--- config.mk ---
export PLATFORM = sky130hd
export DESIGN_NAME = givr_phase
export DESIGN_NICKNAME = d
export VERILOG_FILES = /design/src/rtl/givr_pkg.sv /design/src/rtl/givr_phase.sv
export SDC_FILE = /design/constraint.sdc
export NUM_CORES = 2
export LEC_CHECK = 0
export ABC_CLOCK_PERIOD_IN_PS = 22100
export CORE_ASPECT_RATIO = 1.25
export CORE_MARGIN = 2
export CORE_UTILIZATION = 62
export CTS_CLUSTER_SIZE = 30
export DETAILED_ROUTE_END_ITERATION = 8
export DONT_BUFFER_PORTS = 1
export MAX_ROUTING_LAYER = met4
export PLACE_DENSITY = 0.81
export SYNTH_ARGS = -nofsm -noshare
export SYNTH_HDL_FRONTEND = slang
export SYNTH_SLANG_ARGS = --single-unit
--- constraint.sdc ---
create_clock -name aclk -period 22.1 [get_ports aclk]
set_clock_uncertainty 0.1 [all_clocks]
set_input_delay 4.42 -clock aclk [delete_from_list [all_inputs] [get_ports aclk]]
set_output_delay 4.42 -clock aclk [all_outputs]
set_load 0.005 [all_outputs]
--- src/rtl/givr_pkg.sv ---
// Shared types, constants and rounding helpers for the gyro increment vector rotation unit.
package givr_pkg;

    localparam int DATA_WIDTH = 16;
    localparam int RATE_W     = 16;
    localparam int PERIOD_W   = 16;
    localparam int PHASE_W    = 24;
    localparam int TRIG_W     = 16;

    localparam logic [PERIOD_W-1:0] PERIOD_RESET = 16'd2000;
    localparam logic [PHASE_W-1:0]  QUARTER_TURN = 24'h40_0000;

    // Register stages in each sub-pipeline.
    localparam int PHASE_LAT = 5;
    localparam int SINE_LAT  = 12;

    localparam logic signed [63:0] SAT_MAX = (64'sd1 <<< (DATA_WIDTH - 1)) - 64'sd1;
    localparam logic signed [63:0] SAT_MIN = -SAT_MAX - 64'sd1;

    typedef struct packed {
        logic signed [DATA_WIDTH-1:0] vec_in_x;
        logic signed [DATA_WIDTH-1:0] vec_in_y;
        logic signed [DATA_WIDTH-1:0] vec_in_z;
        logic signed [RATE_W-1:0]     rate_x;
        logic signed [RATE_W-1:0]     rate_y;
        logic signed [RATE_W-1:0]     rate_z;
    } in_t;

    typedef struct packed {
        logic signed [DATA_WIDTH-1:0] vec_out_x;
        logic signed [DATA_WIDTH-1:0] vec_out_y;
        logic signed [DATA_WIDTH-1:0] vec_out_z;
    } out_t;

    // Arithmetic right shift that rounds half away from zero.
    function automatic logic signed [63:0] rnd_shift(input logic signed [63:0] v,
                                                     input int unsigned sh);
        logic [63:0] mag;
        logic [63:0] half;
        half = 64'd1 << (sh - 1);
        if (v >= 0) begin
            mag = 64'(v);
            return $signed((mag + half) >> sh);
        end
        mag = 64'(-v);
        return -$signed((mag + half) >> sh);
    endfunction

    function automatic logic signed [DATA_WIDTH-1:0] saturate(input logic signed [63:0] v);
        if (v > SAT_MAX) begin
            return DATA_WIDTH'(SAT_MAX);
        end
        if (v < SAT_MIN) begin
            return DATA_WIDTH'(SAT_MIN);
        end
        return DATA_WIDTH'(v);
    endfunction

endpackage

--- src/rtl/givr_phase.sv ---
// Pipeline that turns a gyro rate and the sample period into a phase in 2^-24 turn.
module givr_phase (
    input  logic                                 aclk,
    input  logic                                 en,
    input  logic signed [givr_pkg::RATE_W-1:0]   rate,
    input  logic [givr_pkg::PERIOD_W-1:0]        period,
    output logic [givr_pkg::PHASE_W-1:0]         phase
);

    // 5.76e9 = 2^13 * 703125, so the rounded quotient is
    // floor((mag * 2^11 + 351562) / 703125), found by a reciprocal and one correction.
    localparam logic [63:0] PH_DIV64  = 64'd703125;
    localparam logic [19:0] PH_DIV    = 20'(PH_DIV64);
    localparam logic [42:0] PH_HALF   = 43'd351562;
    localparam logic [31:0] PH_RECIP  = 32'((64'd1 << 51) / PH_DIV64);
    localparam logic [63:0] PH_BIAS   = (64'd351562 << 40) / PH_DIV64;

    logic [16:0] absr_reg, absr_next;
    logic        neg1_reg;
    logic [31:0] mag_reg;
    logic        neg2_reg;
    logic [23:0] q0_reg;
    logic [42:0] num3_reg, num3_next;
    logic        neg3_reg;
    logic [43:0] qd_reg, qd_next;
    logic [42:0] num4_reg;
    logic [23:0] q04_reg;
    logic        neg4_reg;
    logic [23:0] phase_reg, phase_next;

    logic [16:0] rate_ext;
    logic [32:0] mag_full;
    logic [63:0] prod;
    logic [43:0] rem;
    logic [23:0] quo;

    always_comb begin
        rate_ext  = {rate[givr_pkg::RATE_W-1], rate};
        absr_next = rate_ext[16] ? (~rate_ext + 17'd1) : rate_ext;
        mag_full  = {16'd0, absr_reg} * {17'd0, period};
        prod      = {32'd0, mag_reg} * {32'd0, PH_RECIP} + PH_BIAS;
        num3_next = {mag_reg, 11'd0} + PH_HALF;
        qd_next   = {20'd0, q0_reg} * {24'd0, PH_DIV};
        rem       = {1'b0, num4_reg} - qd_reg;
        quo       = q04_reg + ((rem >= {24'd0, PH_DIV}) ? 24'd1 : 24'd0);
        phase_next = neg4_reg ? (24'd0 - quo) : quo;
    end

    always_ff @(posedge aclk) begin
        if (en) begin
            absr_reg  <= absr_next;
            neg1_reg  <= rate[givr_pkg::RATE_W-1];
            mag_reg   <= mag_full[31:0];
            neg2_reg  <= neg1_reg;
            q0_reg    <= prod[63:40];
            num3_reg  <= num3_next;
            neg3_reg  <= neg2_reg;
            qd_reg    <= qd_next;
            num4_reg  <= num3_reg;
            q04_reg   <= q0_reg;
            neg4_reg  <= neg3_reg;
            phase_reg <= phase_next;
        end
    end

    assign phase = phase_reg;

endmodule

== Word level (Yosys, flattened, before mapping) ==
Cells that the tools add are included.

* Latch bits: 0
* Input port bits: 34
* Memory bits (read-only): 0
* Flip-flop bits (word level): 255
* Output and inout port bits: 24
* Word-level logic and storage cells: 27
* Memories: 0
* Memory bits (writable): 0

* Multiply operators: 3
* Add/sub/neg operators: 6
* Equal/unequal tests: 0
* Shift operators: 0
* Reductions and logical operators: 0
* Muxes and demuxes: 3
* $lt $le $gt $ge: 1
* Div/mod/pow operators: 0
* Bitwise operators: 1

{| class="wikitable"
|+ Operator list
! kind !! number
|-
| $add 64x39->64 const B || 1
|-
| $mul 32x32->64 const B || 1
|-
| $ge 44x20->1 const B || 1
|-
| $mul 24x20->44 const B || 1
|-
| $sub 43x44->44 || 1
|-
| $add 43x19->43 const B || 1
|-
| $mul 17x16->32 || 1
|-
| $add 24x1->24 || 1
|-
| $mux 24 || 1
|-
| $sub 1x24->24 const A || 1
|-
| $add 17x1->17 const B || 1
|-
| $not 17->17 || 1
|-
| $mux 15 || 1
|-
| $mux 1 || 1
|}

== Longest topological paths before layout ==
* Word-level depth: 6
* Gate-level depth with buffers: 28
* Gate-level depth less buffers: 26

== Worst setup path before layout ==
OpenSTA, ideal clock, no wires.

* Path type: input to register
* Start: input period[4] (netlist name)
* End: register mag_reg[28], data pin
* Arrival: 10142 ps
* Slack: 11598 ps
* Stages: 26
* Buffers on the path: 2
* Setup time: 260 ps
* Data required time: 21740 ps
* Cells stage by stage: clkbuf_1 clkbuf_1 nand2_1 fa_1 inv_1 fa_1 inv_1 fa_1 inv_1 fa_1 inv_1 fa_1 inv_1 fa_1 ha_1 and2_1 nand2_1 nor2_1 o311ai_0 and3_1 o31ai_1 a41oi_1 a211o_1 o21bai_1 a21oi_1 xnor2_1

* Cells in the longest elaborated chain, start to end: 1

{| class="wikitable"
|+ RTL lines
! item !! RTL line !! text
|-
| from (decl) || givr_phase.sv:6 || <nowiki>input logic [givr_pkg::PERIOD_W-1:0] period,</nowiki>
|-
| $mul 17x16->32 || givr_phase.sv:40 || <nowiki>mag_full = {16'd0, absr_reg} * {17'd0, period};</nowiki>
|-
| via mag_full[28] || givr_phase.sv:32 || <nowiki>logic [32:0] mag_full;</nowiki>
|-
| to (signal assigned) || givr_phase.sv:53 || <nowiki>mag_reg <= mag_full[31:0];</nowiki>
|-
| to (decl) || givr_phase.sv:20 || <nowiki>logic [31:0] mag_reg;</nowiki>
|}

The timed path passes the listed nets, and every way through them passes these cells.
A chain may end at the register's enable or synchronous reset.

== Final worst setup path ==
* Start: input period[1] (netlist name)
* End: register mag_reg[29], data pin

Same word-level chain as after synthesis.

==> flow_metrics.env <==
export IMPL_seq_area_frac_synth_pct=14.8
export IMPL_insertion_delay_ps=620
export IMPL_fin_crit_ps=10340
export IMPL_slowest_stage="fa_1"
export IMPL_post_cts_setup_buffers=0
export IMPL_crit_arrival_ps=10610
export IMPL_drt_total_wl_mm=119
export IMPL_startpoint_type="primary input"
export IMPL_synthSimpleGateAreaFrac_pct=6.93
export IMPL_synthArstFlopShare_pct=0
export IMPL_grt_use_met2_pct=58.6
export IMPL_grt_pass1_vias=34900
export IMPL_netlist_instances=4454
export IMPL_finalSetupViolations=0
export IMPL_synth_area_leader_cell="fa_1"
export IMPL_r2r_start="mag_reg[24]$_DFFE_PP_"
export IMPL_die_w_um=250
export IMPL_use_met3_pct=4.10
export IMPL_first_pass_iters=5
export IMPL_synthTopCellsByCount="inv_1, fa_1, ha_1"
export IMPL_hold_depth=0
export IMPL_wire_per_inst_um=22.0
export IMPL_fmax_ghz=0.0967
export IMPL_synth_distinct_cells=83
export IMPL_cpMostUsedCell="fa_1"
export IMPL_hpwl_mm=104
export IMPL_num_io_pins=58
export IMPL_finalHoldViolations=0
export IMPL_clockBufferDepth=3
export IMPL_start_util_pct=62.6
export IMPL_slew_viol_final=0
export IMPL_grt_use_total_pct=33.1
export IMPL_ys_ff_latch=231
export IMPL_cts_tree="yes"
export IMPL_finalSetupTns_ps=0
export IMPL_synthAdderAreaFrac_pct=57.6
export IMPL_hp_start="num3_reg[34]$_DFFE_PP_"
export IMPL_status="finished, final reports clean"
export IMPL_synth_most_common_cell="inv_1"
export IMPL_synth_top_family_by_area="adder cells"
export IMPL_worstPathRequired_ps=22370
export IMPL_syn2layout_area_growth_pct=4.22
export IMPL_slowest_delay_ps=560
export IMPL_crit_type="primary input to register"
export IMPL_synth_edff_count=231
export IMPL_cts_sinks=231
export IMPL_endpoint_kind="register"
export IMPL_cts_root_buf="clkbuf_16"
export IMPL_antenna_found_initial=0
export IMPL_antenna_cells=0
export IMPL_syn_nets=6090
export IMPL_grt_max_degree=232
export IMPL_grt_use_met1_pct=35.1
export IMPL_top_usage_layer="met2"
export IMPL_yosys_top_cells_area="fa_1, ha_1, edfxtp_1"
export IMPL_finalNetCount=6063
export IMPL_avgSynthCellArea_sq_um=10.5
export IMPL_dieHeight_um=311
export IMPL_rsz0062_at_grt="no"
export IMPL_vias_per_cell=5.70
export IMPL_hold_end="num4_reg[34]$_DFFE_PP_"
export IMPL_hold_buffers=0
export IMPL_slew_headroom_pct=16.1
export IMPL_cap_violations=0
export IMPL_rr_worst_depth=26
export IMPL_yosysWarnings=0
export IMPL_place_congestion=1.00
export IMPL_path_clk_slew_ps=60
export IMPL_cp_max_fo=17
export IMPL_synth_xor_area_share_pct=3.91
export IMPL_die_area_sq_um=77700
export IMPL_tightest_slew_ps=1230
export IMPL_largest_register_ff_count=44
export IMPL_drt_initial_drc_count=1672
export IMPL_cts_resized=0
export IMPL_cts_max_level=1
export IMPL_drive_above_1_share_pct=1.78
export IMPL_synth_top_area_share_pct=39.3
export IMPL_r2r_end="q0_reg[23]$_DFFE_PP_"
export IMPL_synth_compound_area_share_pct=5.80
export IMPL_vias=30900
export IMPL_cts_buffers=29
export IMPL_drc=0
export IMPL_portBuffers=0
export IMPL_synth_main_ff_cell="edfxtp_1"
export IMPL_fin_crit_sh_pct=46.8
export IMPL_final_antenna_net_count=0
export IMPL_path_cells="nand2_1 -> fa_1 -> inv_1 -> fa_1 -> inv_1 -> fa_1 -> fa_1 -> inv_1 -> fa_1 -> inv_1 -> fa_1 -> inv_1 -> ha_1 -> nand3_1 -> o31ai_1 -> a22o_1 -> a31oi_1 -> a211oi_1 -> a211oi_1 -> o21ba_2 -> o21bai_1 -> a21oi_1 -> xnor2_1"
export IMPL_core_sq_um=74700
export IMPL_grt_overflow=0
export IMPL_r2r_slack_ps=12810
export IMPL_grt_pass1_wl_mm=189
export IMPL_row_count=112
export IMPL_min_path_type="register to register"
export IMPL_muxShareOfSynthArea_pct=0.198
export IMPL_netlist_area_sq_um=46800
-- per-layer routing --
| layer | vias to the layer above | part of all wire [%] |
|---|---|---|
| met1 | 15600 | 34 |
| met3 | 414 | 5.2 |
| met4 | 0 | 7.8 |
| met2 | 1064 | 53 |
| met5 | - | 0 |
| li1 | 13800 | - |
-- metrics by stage --
| stage | std cells | setup slack (ps) | util [%] | hold slack, ps | area (sq um) |
|---|---|---|---|---|---|
| after floorplan | 4454 | 11600 | - | 300 | 46800 |
| after global placement | 5365 | 11360 | 64.0 | 303 | 47800 |
| after detailed placement | 5365 | 11130 | 64.0 | 305 | 47800 |
| after CTS | 5419 | 11790 | 65.3 | 319 | 48700 |
| after global routing | 5419 | 11510 | 65.3 | 329 | 48700 |
| final | 5419 | 11760 | 65.3 | 318 | 48700 |
-- cell families (layout without fill, tap and decap cells) --
kind of cell,after synthesis,count (layout)
AOI/OAI and AO/OA,406,406
xor gates and xnor gates,209,209
adders and majority gates,1602,1602
buffers and inverters,1332,1328
DFF,231,231
muxes,9,9
other,1,1
and+or+nand+nor,664,664
-- how the worst max path moves through the flow --
| stage | from | to | slack [ps] | cells past startpoint |
|---|---|---|---|---|
| after floorplan | period[4] | mag_reg[28]$_DFFE_PP_ | 11600 | 26 |
| after CTS | period[1] | mag_reg[29]$_DFFE_PP_ | 11790 | 23 |
| after detailed placement | period[1] | mag_reg[29]$_DFFE_PP_ | 11130 | 23 |
| final | period[1] | mag_reg[29]$_DFFE_PP_ | 11760 | 23 |
| after global routing | period[1] | mag_reg[29]$_DFFE_PP_ | 11510 | 23 |
| after global placement | period[1] | mag_reg[28]$_DFFE_PP_ | 11360 | 24 |
-- worst max-delay path: cells and delay by family --
| kind | cells | cell delay [ps] |
|---|---|---|
| AO/OA/AOI/OAI | 8 | 2160 |
| XOR/XNOR | 1 | 130 |
| adder cells (fa/ha/maj) | 7 | 3430 |
| buffers and inverters | 5 | 260 |
| AND/OR/NAND/NOR | 2 | 200 |
-- cells in the final DEF (no fill, tap or decap), types with 6 or more instances in the layout --
cell / instances
inv_1: 1266
fa_1: 918
ha_1: 684
nand2_1: 273
edfxtp_1: 231
xnor2_1: 157
a21oi_1: 114
and2_1: 100
nor2_1: 77
o21ai_0: 69
a21o_1: 62
nand3_1: 60
xor2_1: 52
clkbuf_16: 29
nor3_1: 27
o21a_1: 21
nor2b_1: 20
o21bai_1: 19
nand4_1: 18
nand2b_1: 17
a211oi_1: 17
o31ai_1: 16
and3_1: 14
or3_1: 13
nor4_1: 11
a31oi_1: 9
and4_1: 8
buf_4: 8
mux2i_1: 7
or2_2: 6
o2111ai_1: 6
a21boi_0: 6
-- final cells by class --
| class | count | area (sq um) |
|---|---|---|
| clock buffer | 31 | 733 |
| clock inverter | 23 | 229 |
| fill | 5888 | 26000 |
| inverter | 1266 | 4750 |
| multi-input combinational | 2891 | 34800 |
| sequential | 231 | 6940 |
| tap | 969 | 1210 |
| timing repair buffer | 8 | 60.1 |
Power is left out: the tool's default activity adds up to more than one toggle a clock period on the data nets, which glitch-free logic cannot reach.
